--- src/rtl/core/fbm_pkg.sv ---
`default_nettype none

package fbm_pkg;

  localparam int COORD_BITS_DEF  = 12;
  localparam int MAX_OCTAVES_DEF = 8;

  localparam int CFG_INDEX_W = 3;
  localparam int CFG_DATA_W  = 32;

  localparam logic [23:0] INV_SCALE_RST  = 24'd8192;
  localparam logic [16:0] THRESHOLD_RST  = 17'd0;
  localparam logic [16:0] BLEND_RST      = 17'd32768;
  localparam logic [3:0]  OCTAVES_RST    = 4'd3;
  localparam logic [31:0] SEED_RST       = 32'd0;

  localparam logic [16:0] Q16_ONE        = 17'd65536;
  localparam logic [16:0] Q16_HALF       = 17'd32768;

  localparam logic [31:0] HASH_MUL_Y     = 32'd57;
  localparam logic [31:0] HASH_MUL_SEED  = 32'd131;
  localparam logic [31:0] HASH_MUL_SQ    = 32'd15731;
  localparam logic [31:0] HASH_ADD_SQ    = 32'd789221;
  localparam logic [31:0] HASH_ADD_OUT   = 32'd1376312589;
  localparam logic [31:0] HASH_MASK      = 32'h7fffffff;
  localparam logic [31:0] NOISE_BIAS     = 32'h40000000;

  typedef enum logic [CFG_INDEX_W-1:0] {
    REG_INV_SCALE = 3'd0,
    REG_THRESHOLD = 3'd1,
    REG_BLEND     = 3'd2,
    REG_OCTAVES   = 3'd3,
    REG_SEED      = 3'd4
  } fbm_reg_e;

  // settings the back end of the pipeline needs
  typedef struct packed {
    logic [16:0] threshold;
    logic [16:0] blend;
    logic [3:0]  octaves;
  } fbm_cfg_t;

endpackage

`default_nettype wire

--- src/rtl/core/fbm_sum_tree.sv ---
`default_nettype none

module fbm_sum_tree import fbm_pkg::*; #(
  parameter int MAX_OCTAVES = MAX_OCTAVES_DEF
) (
  input  wire logic                        clk_i,
  input  wire logic [1:0]                  en_i,
  input  wire logic signed [MAX_OCTAVES+30:0] w_i [MAX_OCTAVES],
  output logic signed [MAX_OCTAVES+34:0]   sum_o
);

  localparam int SW = MAX_OCTAVES + 35;
  localparam int NG = (MAX_OCTAVES + 3) / 4;

  logic signed [SW-1:0] grp_d [NG];
  logic signed [SW-1:0] grp_q [NG];
  logic signed [SW-1:0] sum_d, sum_q;

  always_comb begin
    for (int g = 0; g < NG; g++) begin
      grp_d[g] = '0;
      for (int j = 0; j < 4; j++) begin
        if (g * 4 + j < MAX_OCTAVES) begin
          grp_d[g] = grp_d[g] + SW'(w_i[g * 4 + j]);
        end
      end
    end
  end

  always_comb begin
    sum_d = '0;
    for (int g = 0; g < NG; g++) begin
      sum_d = sum_d + grp_q[g];
    end
  end

  always_ff @(posedge clk_i) begin
    if (en_i[0]) begin
      grp_q <= grp_d;
    end
    if (en_i[1]) begin
      sum_q <= sum_d;
    end
  end

  assign sum_o = sum_q;

endmodule

`default_nettype wire

--- config.mk ---
export PLATFORM = sky130hd
export DESIGN_NAME = fbm_sum_tree
export DESIGN_NICKNAME = d
export VERILOG_FILES = /design/src/rtl/core/fbm_pkg.sv /design/src/rtl/core/fbm_sum_tree.sv
export SDC_FILE = /design/constraint.sdc
export NUM_CORES = 1
export LEC_CHECK = 0
export ABC_CLOCK_PERIOD_IN_PS = 14500
export BUFFER_PORTS_ARGS = -buffer_cell sky130_fd_sc_hd__buf_2
export CORE_AREA = 2 2 184 150
export DETAILED_ROUTE_END_ITERATION = 8
export DIE_AREA = 0 0 186 152
export PLACE_DENSITY = 0.92
export SETUP_SLACK_MARGIN = 0.2
export SYNTH_ARGS = -nofsm -noshare
export SYNTH_HDL_FRONTEND = slang
export SYNTH_SLANG_ARGS = --single-unit
--- constraint.sdc ---
create_clock -name clk_i -period 14.5 [get_ports clk_i]
set_input_delay 4.35 -clock clk_i [delete_from_list [all_inputs] [get_ports clk_i]]
set_output_delay 4.35 -clock clk_i [all_outputs]
set_load 0.02 [all_outputs]
# Word-level counts from Yosys, hierarchy flattened

Cells that the tools add are included.

Register bits after elaboration: 129
Bits of input ports: 315
Word-level logic and storage cells: 10
Output and inout bits: 43

Add/subtract/negate cells: 7

Operators by type and width:

| kind                    | number |
|---|---|
| adder 41 x 39 -> 42 bit | 2 |
| adder 40 x 39 -> 41 bit | 2 |
| adder 39 x 39 -> 40 bit | 2 |
| adder 43 bit            | 1 |

# Logic depth before layout (Yosys ltp)

Word-level depth: 3
Depth in mapped cells: 14
Mapped depth without buffers: 14

# Worst setup path before layout

OpenSTA, ideal clock, no wires.

Kind: input port to flip-flop
Start: input w_i[1] (netlist bit)
End: register grp_q[41] (netlist bit), data pin
Stages: 14
Path buffers: 0
Slack: 6.694 ns
Library setup time: 0.268 ns
Data arrival time: 7.537 ns
Data required time: 14.232 ns
Path through: inv_1 fa_1 inv_1 fa_1 ha_1 fa_1 a21oi_1 o32a_1 nor3_2 o2111ai_1 a2111oi_2 o31ai_1 nor4_1 o22ai_1

RTL lines:

| element              | line               | source |
|---|---|---|
| start, declared      | fbm_sum_tree.sv:8  | `input wire logic signed [MAX_OCTAVES+30:0] w_i [MAX_OCTAVES],` |
| end signal, assigned | fbm_sum_tree.sv:39 | `grp_q <= grp_d;` |
| end, declared        | fbm_sum_tree.sv:16 | `logic signed [SW-1:0] grp_q [NG];` |

==> flow_metrics.env <==
export IMPL_final_cells=2502
export IMPL_grt_pass1_wl_um=66850
export IMPL_dpl_hpwl_um=36140
export IMPL_wirelength_um=41680
export IMPL_tritoncts="yes"
export IMPL_row_count=54
export IMPL_place_gp_congestion=0.9173
export IMPL_firstDrtPassIters=5
export IMPL_n_fill_cell=2064
export IMPL_nets=2722
export IMPL_globalRouteMet1Util_pct=42.24
export IMPL_ys_flop_type="edfxtp_1"
export IMPL_start_util_pct=59.38
export IMPL_p_per_area_nw_per_um2=204.2
export IMPL_syn_to_final_growth_pct=16.50
export IMPL_met2_usage_pct=48.57
export IMPL_setup_viol=0
export IMPL_cts_hold_buf=0
export IMPL_cts_setup_buffers=0
export IMPL_ys_ff_latch=127
export IMPL_synthAdderAreaFrac_pct=29.88
export IMPL_clkTransAtPathRegs_ns=0.06
export IMPL_cts_buffers=17
export IMPL_clock_skew_ns=0.008695
export IMPL_postSynthNetCount=2395
export IMPL_worst_pin_slew_ns=0.9079
export IMPL_numPlacedInstances=2469
export IMPL_grtUsageMet3_pct=2.589
export IMPL_ys_seq_area_share_pct=24.06
export IMPL_critPathArrivalTime_ns=8.14
export IMPL_wl_per_cell_um=16.66
export IMPL_synth_largest_area_cell="edfxtp_1"
export IMPL_synthDistinctLibCells=68
export IMPL_yosysWarningCount=0
export IMPL_clock_fmax_mhz=125.0
export IMPL_p_leak_nw=9.745
export IMPL_synth_edf_count=127
export IMPL_final_layout_size_suffix_gt1_share_pct=19.00
export IMPL_synth_cells=1797
export IMPL_first_iter_violations=1131
export IMPL_drv_cap=0
export IMPL_route_detailed_drc=0
export IMPL_clock_latency_ns=0.41
export IMPL_end_kind="register"
export IMPL_grt_overflow_total=0
export IMPL_syn_area_per_cell_um2=8.819
export IMPL_hold_path_class="reg2reg"
export IMPL_synth_top_family_by_area="adder cells"
export IMPL_htreeDepth=4
export IMPL_top_usage_layer="met2"
export IMPL_antenna_left=0
export IMPL_synthSimpleGateAreaFrac_pct=9.837
export IMPL_synth_async_reset_ratio_pct=0
export IMPL_maxSlewViolCount=0
export IMPL_startpoint_type="input pin"
export IMPL_clock_sinks=127
export IMPL_rsz0062_at_grt="no"
export IMPL_crit_type="in2reg"
export IMPL_timing_hold_ws_ns=0.5481
export IMPL_die_x_um=186
export IMPL_synth_xor_area_share_pct=5.637
export IMPL_slew_headroom_pct=39.48
export IMPL_portBuffers=357
export IMPL_status="completed"
export IMPL_path_max_fanout=3
export IMPL_cts_resized=0
export IMPL_ioPinCount=358
export IMPL_worst_ep_required_time_ns=14.64
export IMPL_ctsRootBufferMaster="clkbuf_16"
export IMPL_ys_top_cells_by_area="edfxtp_1 24%, fa_1 20%, inv_1 11%, ha_1 9.8%, a21oi_1 4.2%"
export IMPL_finalCritPeriodShare_pct=55.19
export IMPL_cts_max_path_buffers=2
export IMPL_yosys_area_top_type_share_pct=24.06
export IMPL_tns_ns=0
export IMPL_die_h_um=152
export IMPL_grt_pass1_vias=13940
export IMPL_synth_compound_area_share_pct=17.84
export IMPL_antenna_found_initial=1
export IMPL_num_vias=13780
export IMPL_grt_util_all_layers_pct=29.95
export IMPL_period_minus_slack_ns=8.003
export IMPL_grt_max_degree=75
export IMPL_viasPerCell=5.509
export IMPL_dieArea_um2=28270
export IMPL_hold_viol_final=0
export IMPL_synthMuxAreaShare_pct=0.1421
export IMPL_core_area_um2=26690
export IMPL_peakVddDrop_v=0.0001129
export IMPL_mappedNetlistArea_um2=15850
final timing paths:
kind,end,cells past startpoint,slack [ns],from
setup / recovery,grp_q[34],14,6.50,w_i[2]
hold / removal,sum_o[0],1,0.55,grp_q[43]
setup reg to reg,sum_o[34],9,11.30,grp_q[15]
hold reg to reg,sum_o[0],1,0.55,grp_q[43]
routing by layer:
layer  vias to the layer above  share of wire [%]
met5                         -                  0
met4                         0                3.2
met2                       632                 47
met1                      6471                 44
li1                       6578                  -
met3                       102                6.6
synth_stat cells, types with 21 or more instances:
library cell / count
a21o_1: 83
o21bai_1: 24
nand3_1: 38
nor3_1: 22
inv_1: 478
nand2_1: 89
edfxtp_1: 127
xor2_1: 35
ha_1: 124
fa_1: 159
a21oi_1: 134
o21ai_0: 56
xnor2_1: 67
clkbuf_1: 46
nor2_1: 78
a211oi_1: 21
nand4_1: 29
cell type report:
cell class / count / area [um^2] / share of cell area [%]
Antenna cell: 1 / 2.502 / 0.01355
Multi-Input combinational cell: 1141 / 10040 / 54.36
Sequential cell: 127 / 3814 / 20.66
Tap cell: 364 / 455.4 / 2.467
Inverter: 479 / 1798 / 9.738
Clock inverter: 15 / 133.9 / 0.7251
Clock buffer: 17 / 425.4 / 2.304
Timing Repair Buffer: 358 / 1797 / 9.732
state kept, by name, summed over array words and instances, names as in the netlist:
name and count:
sum_o 43, grp_q 84
through the flow:
step	instance area (um^2)	total power, mW	setup WS, ns	util [%]
detailed placement	17900	3.304	6.115	67.07
floorplan	15850	2.650	6.694	-
CTS	18460	3.726	6.541	69.17
global route	18460	4.065	6.281	69.18
finish	18460	3.771	6.497	69.18
global placement	17900	3.228	6.250	67.07
cell families after synthesis:
| family | after synthesis |
|---|---|
| compound gates | 433 |
| buf+inv | 529 |
| xor+xnor | 102 |
| mux | 2 |
| simple gates | 321 |
| fa+ha+maj | 283 |
| flops | 127 |
cell usage in the layout (no fill, tap or decap), drive strengths merged, types with 25 or more instances in the layout:
| master | instances |
|---|---|
| a21oi | 134 |
| nor2 | 78 |
| o21bai | 25 |
| xor2 | 35 |
| fa | 159 |
| nand3 | 38 |
| buf | 358 |
| nand2 | 89 |
| ha | 124 |
| inv | 489 |
| edfxtp | 127 |
| xnor2 | 67 |
| o21ai | 66 |
| a21o | 85 |
| nand4 | 29 |
worst max-delay path, cell delays in order:
cell	delay, ns
buf_2	0.08
inv_1	0.05
fa_1	0.49
fa_1	0.51
inv_1	0.07
ha_1	0.31
a211oi_1	0.29
o31ai_1	0.22
o2111a_1	0.30
o21ai_1	0.29
o21bai_2	0.14
a211oi_1	0.64
o41ai_1	0.21
xor2_1	0.18
where the power goes:
part | leakage [nW] | switching [mW] | internal [mW]
combinational | 8.23 | 1.52 | 1.01
sequential | 1.24 | 0.112 | 0.732
clock | 0.271 | 0.176 | 0.226
No activity file was read; power rests on OpenSTA's default activity.
