File: src/rtl/core/fbm_pkg.sv
`default_nettype none

package fbm_pkg;

  localparam int COORD_BITS_DEF  = 12;
  localparam int MAX_OCTAVES_DEF = 8;

  localparam int CFG_INDEX_W = 3;
  localparam int CFG_DATA_W  = 32;

  localparam logic [23:0] INV_SCALE_RST  = 24'd8192;
  localparam logic [16:0] THRESHOLD_RST  = 17'd0;
  localparam logic [16:0] BLEND_RST      = 17'd32768;
  localparam logic [3:0]  OCTAVES_RST    = 4'd3;
  localparam logic [31:0] SEED_RST       = 32'd0;

  localparam logic [16:0] Q16_ONE        = 17'd65536;
  localparam logic [16:0] Q16_HALF       = 17'd32768;

  localparam logic [31:0] HASH_MUL_Y     = 32'd57;
  localparam logic [31:0] HASH_MUL_SEED  = 32'd131;
  localparam logic [31:0] HASH_MUL_SQ    = 32'd15731;
  localparam logic [31:0] HASH_ADD_SQ    = 32'd789221;
  localparam logic [31:0] HASH_ADD_OUT   = 32'd1376312589;
  localparam logic [31:0] HASH_MASK      = 32'h7fffffff;
  localparam logic [31:0] NOISE_BIAS     = 32'h40000000;

  typedef enum logic [CFG_INDEX_W-1:0] {
    REG_INV_SCALE = 3'd0,
    REG_THRESHOLD = 3'd1,
    REG_BLEND     = 3'd2,
    REG_OCTAVES   = 3'd3,
    REG_SEED      = 3'd4
  } fbm_reg_e;

  // settings the back end of the pipeline needs
  typedef struct packed {
    logic [16:0] threshold;
    logic [16:0] blend;
    logic [3:0]  octaves;
  } fbm_cfg_t;

endpackage

`default_nettype wire

File: src/rtl/core/fbm_hash_lane.sv
`default_nettype none

module fbm_hash_lane import fbm_pkg::*; #(
  parameter int PX_W        = COORD_BITS_DEF + 24,
  parameter int OCT         = 0,
  parameter int MAX_OCTAVES = MAX_OCTAVES_DEF
) (
  input  wire logic                          clk_i,
  input  wire logic [4:0]                    en_i,
  input  wire logic [PX_W-1:0]               px_i,
  input  wire logic [PX_W-1:0]               py_i,
  input  wire logic [31:0]                   seed_i,
  input  wire logic [3:0]                    octaves_i,
  output logic signed [MAX_OCTAVES+30:0]     w_o
);

  localparam int WW = MAX_OCTAVES + 31;

  logic [63:0] ext_x, ext_y;
  logic [31:0] cx, cy, n0, n1;
  logic [31:0] n2_q, n3_q, n4_q;
  logic [31:0] sq_d, sq_q, t_d, t_q, p_d, p_q;
  logic [31:0] h;
  logic signed [31:0] v;
  logic        active;
  logic [3:0]  sh;
  logic signed [WW-1:0] w_d, w_q;

  // cell coordinate: bits [47:16] of the scaled position times 2^OCT
  assign ext_x = 64'(px_i) << OCT;
  assign ext_y = 64'(py_i) << OCT;
  assign cx    = ext_x[47:16];
  assign cy    = ext_y[47:16];
  assign n0    = cx + cy * HASH_MUL_Y + seed_i * HASH_MUL_SEED;
  assign n1    = (n0 << 13) ^ n0;

  assign sq_d  = n2_q * n2_q;
  assign t_d   = sq_q * HASH_MUL_SQ + HASH_ADD_SQ;
  assign p_d   = n4_q * t_q;

  assign h      = (p_q + HASH_ADD_OUT) & HASH_MASK;
  assign v      = signed'(NOISE_BIAS - h);
  assign active = (4'(OCT) < octaves_i);
  assign sh     = octaves_i - 4'(OCT) - 4'd1;
  assign w_d    = active ? (WW'(v) <<< sh) : '0;

  always_ff @(posedge clk_i) begin
    if (en_i[0]) begin
      n2_q <= n1;
    end
    if (en_i[1]) begin
      sq_q <= sq_d;
      n3_q <= n2_q;
    end
    if (en_i[2]) begin
      t_q  <= t_d;
      n4_q <= n3_q;
    end
    if (en_i[4]) begin
      w_q  <= w_d;
    end
  end

  // n travels beside t so the final product pairs values of the same request
  always_ff @(posedge clk_i) begin
    if (en_i[3]) begin
      p_q <= p_d;
    end
  end

  assign w_o = w_q;

endmodule

`default_nettype wire

File: config.mk
export PLATFORM = sky130hd
export DESIGN_NAME = fbm_hash_lane
export DESIGN_NICKNAME = d
export VERILOG_FILES = /design/src/rtl/core/fbm_pkg.sv /design/src/rtl/core/fbm_hash_lane.sv
export SDC_FILE = /design/constraint.sdc
export NUM_CORES = 2
export LEC_CHECK = 0
export BUFFER_PORTS_ARGS = -buffer_cell sky130_fd_sc_hd__buf_4
export CORE_MARGIN = 5
export CORE_UTILIZATION = 55
export DETAILED_ROUTE_END_ITERATION = 8
export PLACE_DENSITY = 0.75
export SETUP_SLACK_MARGIN = 0.05
export SKIP_CTS_REPAIR_TIMING = 1
export SLEW_MARGIN = 20
export SYNTH_ARGS = -nofsm -noshare
export SYNTH_HDL_FRONTEND = slang
export SYNTH_SLANG_ARGS = --single-unit
File: constraint.sdc
create_clock -name clk_i -period 7.1 [get_ports clk_i]
set_input_delay 0 -clock clk_i [delete_from_list [all_inputs] [get_ports clk_i]]
set_output_delay 0 -clock clk_i [all_outputs]
set_load 0.02 [all_outputs]
**Word-level counts from Yosys, hierarchy flattened**

Index checks and enable logic that the tools add are counted.

- Flip-flop bits (word level): 230
- Input bits: 114
- Output and inout bits: 39
- Logic and storage cells: 21

- $add $sub $neg: 6
- $mul: 5
- Magnitude comparators: 1
- Shift-type cells: 1
- Bitwise operators: 1

Operators by type and width:

| cell | number |
|---|---|
| $sshl 39x4->39 | 1 |
| $add 27x32->32 | 1 |
| $add 32x20->32 const B | 1 |
| $mul 32x14->32 const B | 1 |
| $mul 32x32->31 | 1 |
| $mul 32x32->32 | 1 |
| $mul 32x8->32 const B | 1 |
| $sub 31x31->32 const A | 1 |
| $xor 32x32->32 | 1 |
| $add 31x31->31 const B | 1 |
| $add 20x26->27 | 1 |
| $mul 20x6->26 const B | 1 |
| $lt 1x4->1 const A | 1 |
| $sub 4x1->4 const B | 1 |

**Longest topological paths before layout**

- Depth after elaboration: 4
- Depth in mapped cells: 29
- Gate-level depth less buffers: 27

**Worst setup path before layout**

OpenSTA, ideal clock, no wires.

- Kind: register -> register
- Start: register n2_q[11]
- End: register sq_q[30], data pin
- Library setup time: 0.260 ns
- Data arrival time: 6.831 ns
- Data required time: 6.840 ns
- Path slack: 0.009 ns
- Cell stages (with the launch flop): 26
- Path buffers: 2
- Clock period less this slack: 7.091 ns
- Cells stage by stage: edfxtp_1 clkbuf_1 clkbuf_1 nand2_1 fa_1 fa_1 inv_1 fa_1 inv_1 fa_1 fa_1 fa_1 fa_1 fa_1 inv_1 ha_1 a211oi_1 nand2b_1 o221ai_1 o21ba_2 o211a_1 nor2_1 a211oi_1 or3_1 a21oi_1 xnor2_1

- Word-level cells in the longest chain between the ends: 1

Ends and longest elaborated chain:

| element | line | text |
|---|---|---|
| start: declaration | fbm_hash_lane.sv:21 | `logic [31:0] n2_q, n3_q, n4_q;` |
| start signal: assignment | fbm_hash_lane.sv:49 | `n2_q <= n1;` |
| $mul 32x32->32 | fbm_hash_lane.sv:37 | `assign sq_d = n2_q * n2_q;` |
| net sq_d[30] | fbm_hash_lane.sv:22 | `logic [31:0] sq_d, sq_q, t_d, t_q, p_d, p_q;` |
| end signal: assignment | fbm_hash_lane.sv:52 | `sq_q <= sq_d;` |
| end: declaration | fbm_hash_lane.sv:22 |  |

The timed path passes the listed nets, and every way through them passes these cells.
A chain may end at the register's enable or synchronous reset.

**Worst setup path in the final report**

- Start: register n2_q[7]
- End: register sq_q[30], data pin

The elaborated chain is that of the path after synthesis.

==> results.txt <==
- Outcome: finished, final reports clean
- Arrival time at the worst endpoint: 7370 ps
* Setup slack, reg-to-reg: 70 ps
* Syn Std Cell Area: 48,870 um^2
* Final period util: approximately 99%
- Endpoint of the most critical register-to-register path: sq_q[30]$_DFFE_PP_
* Number of antenna violations at the first check in global routing: 0
* Setup Skew: 22.16 ps
- Relative to the synthesized area, the layout overhead comes to 10.93%.
- Clk slew on worst S/H paths: 60 ps
- The worst setup path is launched from a flop.
- The hold violation total from the final report came to 0.
- At the pin with the least slew margin, the transition time is just over 1000 ps.
- Final HPWL DP: 97,840 um
- Class of the most critical setup path: flop to flop
- Hold Path End: n2_q[1]$_DFFE_PP_
- The worst hold path was traced through 3 stages.
- Number of buffers and inverters on the critical path: 3
* Largest net degree at the start of global routing: 62
- Top library cells by usage in the layout, fill and taps aside: inv_1, fa_1, ha_1
- By instance count, the cell type seen most on the critical path is fa_1.
- The cell count after synthesis came out at 4,878.
- First DRT Iteration DRCs: 2,099
* YS warnings: 0
- Top delay family on crit path: adder cells
* Startpoint of the worst hold path: seed_i[0]
- Number of design rule violations left after detail routing: 0
* Path category of the worst min-delay check: primary input to flop
- Number of distinct library cell variants in the gate-level netlist after synthesis: 90
- Setup violations remaining at the end of the flow were counted as 0.
* Required time at the endpoint of the critical path: 7440 ps
- Averaged over all synthesized cells, the footprint is about 10 um^2.
- I/O pin cnt: between 150 and 200
* Via count of the first global-routing pass: 37,068
- After detailed routing, the total wire length is 116,000 um.
- Subtracting the final worst setup slack from the clock period gives 7030 ps.
- The floorplan has approximately 110 rows.
* Worst relative slew slack: between 30% and 40%
- Remaining global-route overflow: 0
- The detailed router placed 33,871 vias in this run.
- In this run the vertical extent of the chip is ~310 um.
- Fraction of registers with async set/reset: 0%
- Global-route wire length before repair: about 190,000 um
- Bufs on Longest Clock Path: 3
* Number of buffers inserted during clock tree synthesis: 30
- fa_1 takes more of the synthesized area than any other cell.
- Unrepaired setup endpoints after global routing: yes
- Nets: 6,662
- Total die area: between 90,000 and 100,000 um^2
- Once layout is complete, the utilization of the core stands at roughly 61%.
- Crit path capture type: flop
- Count of final max-slew check failures: 0
- Derived from the worst setup path, the maximum achievable clock frequency is 0.1423 GHz.
- The layout has 7,068 filler cells.
* Cell at the root of the clock tree: clkbuf_16
- Delay contributed by the slowest stage of the critical path: 570 ps
- The synthesized design contains 222 enable-type register cells.
- Number of port buffers: 119
- The library cell used most frequently in the layout, excluding fill and tap cells, is inv_1.
- Leading register cell type out of synthesis: edfxtp_1
- Maximum fanout encountered on the critical timing path: 5
* Critical register-to-register path startpoint: n2_q[7]$_DFFE_PP_
- Summed over its instances, the top area cell type makes up 39.82% of the synthesized netlist area.
- Fraction of final layout cells sized beyond drive strength 1: ~11%
* Maximum level of the CTS H-tree: 1
- For this configuration, the core starts out at a cell density of 55.38%.
- Global-route total usage across every layer: 24.99%
- For the worst-skew pair, the clock arrives at the later sink with an insertion delay of 600 ps.
- Number of clock sinks seen by CTS: between 200 and 250
- The largest individual stage delay along the critical path comes from the cell fa_1.
- Cell-by-cell trace of the critical path: buf_4 -> and2_1 -> fa_1 -> inv_1 -> fa_1 -> fa_1 -> fa_1 -> fa_1 -> fa_1 -> fa_1 -> fa_1 -> inv_1 -> ha_2 -> a211oi_4 -> nand2b_1 -> o221ai_2 -> o21ba_4 -> o211a_1 -> nor2_2 -> a211oi_2 -> or3_1 -> a21oi_2 -> xnor2_1
- The number of cells on the worst reg-to-reg path is 23.
- GP Congestion: slightly above 0.9
- Total nets after synthesis: around 6,400
* Ranking of synthesized cells by area: fa_1, edfxtp_1, ha_1, inv_1, and2_1
* TritonCTS clock tree: built
- In the final routed layout, each cell accounts on average for 18.46 um.
* Floorplan core area: 88,240 um^2
- Number of max-capacitance violations reported: 0
- Synthesis inferred around 220 register bits.
- Count of antenna-violating nets left after detailed routing: 0
- The die is 308.1 um wide.
* Via-to-Cell Ratio: approximately 5.4
- Part of the Yosys area used for sequential elements: 13.64%
- Iteration count of the initial detailed-routing pass: 6
## tightest hold or removal path: stages
cell   delay (ps)
buf_4         120
ha_1          160
ha_1          200
## kinds of logic (layout without fill, tap and decap cells)
group,count (synthesis),count (layout),share of synthesized area [%]
muxes,48,48,1.103
other,0,1,0
xor gates and xnor gates,285,285,5.108
AOI/OAI and AO/OA,427,427,5.955
adders and majority gates,1451,1451,52.08
DFF,222,222,13.64
buffers and inverters,1327,1570,10.26
and+or+nand+nor,1118,1118,11.85
## registers in the layout (all words and copies together), names as in the netlist
register / cells
n2_q: 31
n3_q: 31
n4_q: 31
p_q: 31
sq_q: 29
t_q: 30
w_o: 39
## through the flow
stage,hold WS [ps],TNS [ps],setup WS [ps],area (um^2),cells
6_report,16.62,0,70.47,54210,6287
5_1_grt,25.29,-775.4,-182.5,54210,6286
4_1_cts,-169.9,-458.4,-150.2,53140,6245
3_5_place_dp,404.5,-337.7,-132.7,52060,6189
3_3_place_gp,401.8,0,44.93,52060,6189
2_1_floorplan,112.5,0,69.03,48870,4878
## Yosys cell counts (all sizes together) (70+ instances only)
master and number:
clkbuf 138, and2 442, nand2 355, xnor2 214, fa 972, ha 479, o21ai 70, a21oi 108
inv 1168, xor2 71, nor2 130, edfxtp 222
## layer usage
metal / wire, um / vias up / part of all wire [%] / track usage, %
met3: 6294 / 251 / 5.4 / 2.754
met5: 0 / - / 0 / 0
met1: 47060 / 17156 / 41 / 32.96
li1: - / 15431 / - / -
met2: 58780 / 1033 / 51 / 44.17
met4: 3891 / 0 / 3.4 / 7.021
## how the worst max path moves through the flow
stage                      start                 end  slack, ps  cells past startpoint
2_1_floorplan  n2_q[7]$_DFFE_PP_  sq_q[30]$_DFFE_PP_         70                     25
3_5_place_dp   n2_q[3]$_DFFE_PP_  sq_q[29]$_DFFE_PP_       -130                     28
6_report       n2_q[7]$_DFFE_PP_  sq_q[30]$_DFFE_PP_         70                     23
4_1_cts        n2_q[3]$_DFFE_PP_  sq_q[29]$_DFFE_PP_       -150                     28
5_1_grt         t_q[5]$_DFFE_PP_   p_q[30]$_DFFE_PP_       -180                     24
3_3_place_gp   n2_q[3]$_DFFE_PP_  sq_q[29]$_DFFE_PP_         40                     28
## layout make-up
type / count / area [um^2] / area share (%)
inverters: 1169 / 4388 / 8.094
diodes: 1 / 2.502 / 0.004616
repair buffers: 345 / 2761 / 5.094
flip-flops and latches: 222 / 6666 / 12.30
well taps: 1165 / 1458 / 2.689
clock inverters: 26 / 329.1 / 0.6070
multi-input cells: 3329 / 37860 / 69.83
clock buffers: 30 / 750.7 / 1.385
Power is not shown: default switching activity piles up to over one toggle a cycle in this logic, so the estimate is an artifact.
