$ cat config.mk
export PLATFORM = sky130hd
export DESIGN_NAME = fbm_darken
export DESIGN_NICKNAME = d
export VERILOG_FILES = /design/src/rtl/core/fbm_pkg.sv /design/src/rtl/core/fbm_darken.sv
export SDC_FILE = /design/constraint.sdc
export NUM_CORES = 1
export LEC_CHECK = 0
export BUFFER_PORTS_ARGS = -buffer_cell sky130_fd_sc_hd__buf_2
export CAP_MARGIN = 20
export CORE_MARGIN = 3
export CORE_UTILIZATION = 55
export DETAILED_ROUTE_END_ITERATION = 10
export PLACE_DENSITY = 0.76
export SETUP_SLACK_MARGIN = 0.3
export SLEW_MARGIN = 10
export SYNTH_ARGS = -nofsm -noshare
export SYNTH_HDL_FRONTEND = slang
export SYNTH_SLANG_ARGS = --single-unit
export TNS_END_PERCENT = 1
$ cat constraint.sdc
create_clock -name clk_i -period 6.3 [get_ports clk_i]
set_clock_uncertainty 0.15 [all_clocks]
set_input_delay 0.315 -clock clk_i [delete_from_list [all_inputs] [get_ports clk_i]]
set_output_delay 0.315 -clock clk_i [all_outputs]
set_load 0.005 [all_outputs]
$ cat src/rtl/core/fbm_pkg.sv
`default_nettype none

package fbm_pkg;

  localparam int COORD_BITS_DEF  = 12;
  localparam int MAX_OCTAVES_DEF = 8;

  localparam int CFG_INDEX_W = 3;
  localparam int CFG_DATA_W  = 32;

  localparam logic [23:0] INV_SCALE_RST  = 24'd8192;
  localparam logic [16:0] THRESHOLD_RST  = 17'd0;
  localparam logic [16:0] BLEND_RST      = 17'd32768;
  localparam logic [3:0]  OCTAVES_RST    = 4'd3;
  localparam logic [31:0] SEED_RST       = 32'd0;

  localparam logic [16:0] Q16_ONE        = 17'd65536;
  localparam logic [16:0] Q16_HALF       = 17'd32768;

  localparam logic [31:0] HASH_MUL_Y     = 32'd57;
  localparam logic [31:0] HASH_MUL_SEED  = 32'd131;
  localparam logic [31:0] HASH_MUL_SQ    = 32'd15731;
  localparam logic [31:0] HASH_ADD_SQ    = 32'd789221;
  localparam logic [31:0] HASH_ADD_OUT   = 32'd1376312589;
  localparam logic [31:0] HASH_MASK      = 32'h7fffffff;
  localparam logic [31:0] NOISE_BIAS     = 32'h40000000;

  typedef enum logic [CFG_INDEX_W-1:0] {
    REG_INV_SCALE = 3'd0,
    REG_THRESHOLD = 3'd1,
    REG_BLEND     = 3'd2,
    REG_OCTAVES   = 3'd3,
    REG_SEED      = 3'd4
  } fbm_reg_e;

  // settings the back end of the pipeline needs
  typedef struct packed {
    logic [16:0] threshold;
    logic [16:0] blend;
    logic [3:0]  octaves;
  } fbm_cfg_t;

endpackage

`default_nettype wire

$ cat src/rtl/core/fbm_darken.sv
`default_nettype none

module fbm_darken import fbm_pkg::*; #(
  parameter int MAX_OCTAVES = MAX_OCTAVES_DEF
) (
  input  wire logic                           clk_i,
  input  wire logic [1:0]                     en_i,
  input  wire logic signed [MAX_OCTAVES+34:0] sum_i,
  input  wire logic [2:0][7:0]                chan_i,
  input  wire fbm_cfg_t                       cfg_i,
  output logic [2:0][7:0]                     out_o,
  output logic                                mask_o
);

  localparam int SW = MAX_OCTAVES + 35;
  localparam int LW = MAX_OCTAVES + 31;
  localparam int CW = (SW > LW) ? SW : LW;

  logic [SW-1:0]    mag;
  logic [LW-1:0]    limit;
  logic             crack_d, crack_q;
  logic [2:0][7:0]  chan_q;
  logic [16:0]      blend_sat, keep;
  logic [24:0]      prod [3];
  logic [2:0][7:0]  out_d, out_q;
  logic             mask_q;

  // |S| > thr * 2^14 * (2^K - 1)
  assign mag     = sum_i[SW-1] ? SW'(-sum_i) : SW'(sum_i);
  assign limit   = (LW'(cfg_i.threshold) << (5'd14 + 5'(cfg_i.octaves)))
                 - (LW'(cfg_i.threshold) << 14);
  assign crack_d = CW'(mag) > CW'(limit);

  assign blend_sat = (cfg_i.blend > Q16_ONE) ? Q16_HALF : cfg_i.blend;
  assign keep      = Q16_ONE - blend_sat;

  always_comb begin
    for (int c = 0; c < 3; c++) begin
      prod[c]  = 25'(chan_q[c]) * 25'(keep);
      out_d[c] = crack_q ? prod[c][23:16] : chan_q[c];
    end
  end

  always_ff @(posedge clk_i) begin
    if (en_i[0]) begin
      crack_q <= crack_d;
      chan_q  <= chan_i;
    end
    if (en_i[1]) begin
      out_q  <= out_d;
      mask_q <= crack_q;
    end
  end

  assign out_o  = out_q;
  assign mask_o = mask_q;

endmodule

`default_nettype wire

## Word-level counts from Yosys, hierarchy flattened

Cells that the tools add are included.

| word-level totals | value |
|---|---|
| bits in registers | 50 |
| bits of input ports | 108 |
| output and inout bits | 25 |
| word-level logic and storage cells | 23 |

| operators by class | value |
|---|---|
| add/subtract/negate cells | 4 |
| $mul | 3 |
| $lt $le $gt $ge | 2 |
| shift-type cells | 1 |
| multiplexer cells | 5 |

Operator list:

| kind | number |
|---|---|
| multiplier 8 x 17 -> 24 bit | 3 |
| greater-than comparator 43 x 39 -> 1 bit | 1 |
| 2-to-1 mux 43 bit | 1 |
| negation 43 bit | 1 |
| << shifter 17 x 5 -> 39 bit | 1 |
| subtractor 39 x 31 -> 39 bit | 1 |
| 2-to-1 mux 8 bit | 3 |
| greater-than comparator 17 bit, second input constant | 1 |
| 2-to-1 mux 17 bit | 1 |
| subtractor 17 bit, first input constant | 1 |
| adder 4 x 4 -> 5 bit, first input constant | 1 |

## Logic depth before layout (Yosys ltp)

Gate-level depths: netlist of the first run.

| logic depth | value |
|---|---|
| depth after elaboration | 5 |
| gate-level depth with buffers | 30 |
| gate-level depth less buffers | 27 |

## Worst setup path before layout of the first run

No wires, ideal clock.

| path | value |
|---|---|
| kind | input-to-reg |
| from | input port cfg_i[20] (netlist name) |
| to | register out_q, in the netlist out_o[21], data pin |
| library setup time | 260 ps |
| data arrival time | 6476 ps |
| data required time | 5890 ps |
| setup slack | -586 ps |
| stages on the path | 26 |
| path buffers | 4 |
| path through | clkbuf_1 -> clkbuf_1 -> nand2b_1 -> ha_1 -> clkbuf_1 -> nor2b_1 -> o21ai_0 -> o211ai_1 -> o21a_1 -> clkbuf_1 -> and2_1 -> fa_1 -> fa_1 -> fa_1 -> inv_1 -> fa_1 -> inv_1 -> ha_1 -> and3_1 -> a221o_1 -> a211o_1 -> o221ai_1 -> a21oi_1 -> a21o_1 -> xor2_1 -> mux2_2 |

RTL lines:

| item | RTL line | text |
|---|---|---|
| from (decl) | fbm_darken.sv:10 | `input wire fbm_cfg_t cfg_i,` |
| to (signal assigned) | fbm_darken.sv:50 | `out_q <= out_d;` |
| to (decl) | fbm_darken.sv:25 | `logic [2:0][7:0] out_d, out_q;` |

==> impl_metrics.toml, run 1 <==
[drt]
viasPerCell = 5.72
via_count = 14800
drt_iter0_markers = 900
dr.pass1.iters = 5
drc_errors = 0
antenna_left = 0
routedWlPerCell_um = 17.9
wirelength_um = 46400

[clocking]
clk_path_buf_depth = 2
clock_latency_ns = 0.31
cts_tree = "built"
cts_num_sinks = 50
cts-root-buf = "clkbuf_16"
clkSlewWorstSetupHoldPaths_ns = 0.08
cts_htree_levels = 2
cts_hold_buffers = 0
cts_buffers = 5

[synth]
synth.distinct_cells = 81
syn_area_um2 = 17600
synth-async-reset-ratio_pct = 0
netlist_instances = 1989
synth_edf_count = 50
synth-seq-area-share_pct = 8.51
synth_ff_type = "edfxtp_1"
ys_warn_count = 0
syn_nets = 2541
ys_ff_latch = 50
syn_area_per_cell_um2 = 8.87

[placement]
portBuffers = 132
dp_cells = 2576
dpl.hpwl_um = 38200
place_congestion = 0.957

[worst_setup_path]
crit_fanout = 16
critPathTopFamily = "adder cells"
critPathLaunchType = "primary input"
path_class = "in -> reg"
crit_path_end_kind = "flop"
cp.arrival_ns = 6.37
worstPathRequired_ns = 6.32
max_stage_delay_ns = 0.55
cp_slowest_cell = "fa_1"
crit_buf_inv = 6
cp_common_cell = "fa_1"

[pwr]
combPwrFrac_pct = 83.0
p_leak_nw = 9.81
pwr-share-seq_pct = 10.9
p_per_area_nw_per_um2 = 269
max-vdd-ir-drop_v = 0.000195
sw_frac_of_total_pct = 48.7
intPower_mw = 2.76
clkPwrFrac_pct = 6.2
p_sw_mw = 2.63

[die]
fp.coreArea_um2 = 31100
fp.dieW_um = 185
die_height_um = 185
ioPinCount = 133
initial_core_util_pct = 56.8
dieArea_um2 = 34300
row_count = 64

[cells_and_area]
drive_above_1_share_pct = 17.3
fill_cells = 2594
final_cell_mix = "335 x inv_1, 286 x and2_1, 265 x fa_1"
layout_commonest_cell = "inv_1"
area_growth_pct = 13.3
final_cells = 2586
nets = 2740

[global_routing]
use_met3_pct = 2.71
antenna_found_initial = 2
grt_pass1_wl_um = 76900
track_usage_pct = 28.1
use_met1_pct = 34.3
busiest_layer = "met2"
grt_remaining_overflow = 0
grt_pass1_vias = 15900
grt_use_met2_pct = 49.9
grt_max_degree = 43

[timing]
slew_headroom_pct = 49.2
hold_viol_final = 0
setup_viol = 6
tightest_slew_ns = 0.762
finalSetupTns_ns = -0.128
rsz0062_at_grt = "yes"
postLayoutSetupSlackWorst_ns = -0.0483
period_share_pct = 101
period_needed_ns = 6.35
drv_slew = 0
fmax_ghz = 0.158

[hold_path]
worstHoldPathType = "in -> reg"

[outcome]
violations = "negative setup slack"
status = "finished with violations"

[flow_run]
drv_cap = 0
==> state kept, by name (all words and copies together) (netlist names) <==
| register | flops |
|---|---|
| out_o | 24 |
| chan_q | 24 |
| crack_q | 1 |
| mask_o | 1 |
==> routing by layer <==
layer	up-vias	wire, µm
li1	6828	-
met1	7356	18400
met2	495	23400
met3	122	2400
met4	2	2240
met5	-	13
==> cell families (layout without fill, tap and decap cells) <==
family / Yosys count / in the layout / share of synthesized area [%]
AND/OR/NAND/NOR: 700 / 700 / 21.9
XOR/XNOR: 88 / 88 / 4.41
multiplexers: 47 / 47 / 4.16
flip-flops: 50 / 50 / 8.51
buffers and inverters: 422 / 622 / 9.13
other: 2 / 3 / 0.0426
AO/OA/AOI/OAI: 236 / 236 / 9.10
adder cells (fa/ha/maj): 444 / 444 / 42.7
==> through the flow <==
stage / utilization, % / instance area [µm²] / hold WS, ns / total power, mW / setup WS, ns
floorplan: - / 17800 / 0.264 / 3.70 / -0.0441
global placement: 63.4 / 19700 / 0.341 / 4.74 / -0.318
detailed placement: 63.4 / 19700 / 0.343 / 4.93 / -0.495
CTS: 64.2 / 19900 / 0.0110 / 5.38 / 0.000950
global route: 64.4 / 20000 / 0.0183 / 6.08 / -0.278
finish: 64.4 / 20000 / 0.0183 / 5.39 / -0.0483
==> synth_stat cells, types with 4 or more instances <==
master	number	area (µm²)
a211o_1	6	52.6
a211oi_1	19	143
a21o_1	32	240
a21oi_1	35	175
a31o_2	4	35.0
a31oi_1	6	37.5
and2_1	286	1790
and3_1	9	56.3
buf_2	4	20.0
clkbuf_1	76	285
edfxtp_1	50	1500
fa_1	265	5310
ha_1	179	2240
inv_1	335	1260
mux2_2	18	203
mux2i_1	7	70.1
mux4_2	14	315
nand2_1	135	507
nand2b_1	15	93.8
nand3_1	25	125
nand3b_1	9	67.6
nand4_1	18	113
nor2_1	70	263
nor2b_1	47	294
nor3_1	37	185
o211ai_1	6	45.0
o21a_1	8	60.1
o21ai_0	54	270
o22ai_1	11	68.8
o31ai_1	18	135
o41ai_1	4	35.0
or2_2	8	50.1
or3_1	15	93.8
or4_1	4	30.0
xnor2_1	61	534
xor2_1	26	228
==> power groups by stage <==
| stage | logic [mW] | clock network, mW | registers [mW] |
|---|---|---|---|
| floorplan | 3.15 | 0 | 0.550 |
| global placement | 4.15 | 0 | 0.590 |
| detailed placement | 4.34 | 0 | 0.591 |
| CTS | 4.46 | 0.337 | 0.585 |
| global route | 5.14 | 0.349 | 0.595 |
| finish | 4.47 | 0.331 | 0.586 |
==> final cells by class <==
cell class                 count  area (µm²)  share of cell area [%]
antenna                        1        2.50                  0.0125
clock buffer                   5         125                   0.626
clock inverter                 3        43.8                   0.219
inverter                     338        1270                    6.34
multi-input combinational   1517       14700                    73.7
sequential                    50        1500                    7.51
tap                          396         495                    2.48
timing repair buffer         276        1830                    9.13
==> path summary, 6_finish.rpt <==
path | from | end | slack (ns) | cells past startpoint
worst min register to register | crack_q | mask_o | 0.71 | 1
worst max-delay path | cfg_i[12] | out_o[15] | -0.05 | 25
worst max register to register | chan_q[20] | out_o[21] | 0.76 | 18
worst min-delay path | chan_i[22] | chan_q[22] | 0.02 | 1
==> repair_timing <==
item                                    CTS  global route
resized for setup                        13            15
pin swaps                                 4             5
buffers inserted                          1             0
endpoints found under the setup margin   24            25
(Power assumes the default switching activity.)
==> run 2, diff against run 1 <==
--- a/config.mk
+++ b/config.mk
@@ -10,8 +10,10 @@
 export CORE_MARGIN = 3
 export CORE_UTILIZATION = 55
 export DETAILED_ROUTE_END_ITERATION = 10
+export GPL_TIMING_DRIVEN = 0
 export PLACE_DENSITY = 0.76
 export SETUP_SLACK_MARGIN = 0.3
+export SKIP_LAST_GASP = 1
 export SLEW_MARGIN = 10
 export SYNTH_ARGS = -nofsm -noshare
 export SYNTH_HDL_FRONTEND = slang
==> impl_metrics.toml, run 2 (same netlist as run 1, synthesis figures left out) <==
[worst_setup_path]
path_class = "in -> reg"
crit_buf_inv = 6
cp.arrival_ns = 6.56
crit_fanout = 10
ff2ff_path_depth = 18
critPathLaunchType = "primary input"
critPathTopFamily = "adder cells"
crit_path_end_kind = "flop"
cp_slowest_cell = "fa_1"
max_stage_delay_ns = 0.55
worstPathRequired_ns = 6.16
cp.depth = 27
cp_common_cell = "fa_1"

[clocking]
cts_buffers = 5
cts-root-buf = "clkbuf_16"
cts_hold_buffers = 0
clk_path_buf_depth = 2
cts_num_sinks = 50
cts_htree_levels = 2
cts_tree = "built"
clkSlewWorstSetupHoldPaths_ns = 0.07
clock_latency_ns = 0.31

[pwr]
total_power_mw = 5.33
p_per_area_nw_per_um2 = 272
p_leak_nw = 9.46
max-vdd-ir-drop_v = 0.000184

[timing]
slew_headroom_pct = 37.9
drv_slew = 0
hold_slack_ns = 0.0246
period_share_pct = 106
rsz0062_at_grt = "yes"
period_needed_ns = 6.70
postLayoutSetupSlackWorst_ns = -0.397
hold_viol_final = 0
tightest_slew_ns = 0.931
fmax_ghz = 0.149
setup_viol = 22

[global_routing]
grt_max_degree = 26
grt_pass1_vias = 16100
track_usage_pct = 30.0
grt_remaining_overflow = 0
antenna_found_initial = 2
grt_pass1_wl_um = 80800

[cells_and_area]
area_growth_pct = 11.2
drive_above_1_share_pct = 13.6
layout_commonest_cell = "inv_1"
fill_cells = 2634
final_cell_mix = "334 x inv_1, 284 x and2_1, 264 x fa_1"
nets = 2703

[placement]
dpl.hpwl_um = 40600
pre_cts_ws_ns = -1.60
portBuffers = 131
place_congestion = 0.972

[die]
ioPinCount = 133
fp.dieW_um = 185
initial_core_util_pct = 56.8
die_height_um = 185
fp.coreArea_um2 = 31100
row_count = 64
dieArea_um2 = 34300

[drt]
drt_iter0_markers = 1093
viasPerCell = 5.82
drc_errors = 0
via_count = 14800
routedWlPerCell_um = 19.6
wirelength_um = 49800
antenna_left = 0
dr.pass1.iters = 6

[flow_run]
drv_cap = 0

[hold_path]
hold_path_depth = 1
worstHoldPathType = "in -> reg"

[outcome]
status = "finished with violations"
violations = "negative setup slack"
run 2: changes by cell type in the layout (fill, tap and decap cells not counted), moves of 5 or more:
cell      before  now
clkbuf_4       0    6
clkbuf_1       0   51
clkbuf_8       0    8
buf_4        137   24
clkbuf_2       0   10
buf_12         6    1
a211oi_2       8    3
run 2: worst reg2reg max path, stage by stage (launching register included):
cell	delay, ns
edfxtp_1	0.33
clkbuf_1	0.42
clkinv_1	0.47
nor3_1	0.37
fa_1	0.49
fa_1	0.50
fa_1	0.50
inv_1	0.05
fa_1	0.48
inv_1	0.05
ha_1	0.28
and3_4	0.17
a221o_1	0.37
a211o_1	0.34
o221ai_4	0.22
a21oi_4	0.12
a21o_1	0.21
xor2_1	0.14
mux2_4	0.26
run 2: final timing paths:
| kind | from | to | slack [ns] |
|---|---|---|---|
| min | chan_i[19] | chan_q[19] | 0.02 |
| max reg2reg | chan_q[22] | out_o[21] | 0.13 |
| min reg2reg | crack_q | mask_o | 0.32 |
| max | cfg_i[6] | out_o[15] | -0.40 |
run 2: layer usage:
layer | vias up | track usage [%] | wire (µm)
li1 | 6769 | - | -
met1 | 7295 | 36.3 | 19300
met2 | 605 | 51.8 | 24100
met3 | 173 | 3.79 | 3300
met4 | 2 | 17.0 | 3180
met5 | - | 0 | 11
run 2: repair_timing:
item                                    CTS  global route
endpoints found under the setup margin   25            25
pin swaps                                26             0
resized for setup                        84            12
setup buffers                            24             0
cloned                                    0             0
endpoints found under the hold margin     0             0
run 2: stage by stage:
step                setup TNS [ns]  util, %  cell area (µm²)  instances
floorplan                  -0.0856        -            17800       1989
global placement            -30.35     60.8            18900       2516
detailed placement          -31.63     60.8            18900       2516
CTS                          -2.47     63.1            19600       2547
global route                 -9.81     63.1            19600       2547
finish                       -4.23     63.2            19600       2549
run 2: area by class of cell:
type                    count  area, µm²  share of cell area (%)
multi-input cells        1517      14900                    75.7
flip-flops and latches     50       1500                    7.65
inverters                 338       1270                    6.46
repair buffers            155        871                    4.44
well taps                 396        495                    2.52
plain buffers              84        488                    2.49
clock buffers               6        129                   0.657
clock inverters             1       7.51                  0.0383
diodes                      2       5.00                  0.0255
run 2: report_power, final:
part,internal (mW),switching [mW]
Clock,0.146,0.136
Sequential,0.503,0.0567
Combinational,1.97,2.51
Total,2.62,2.71
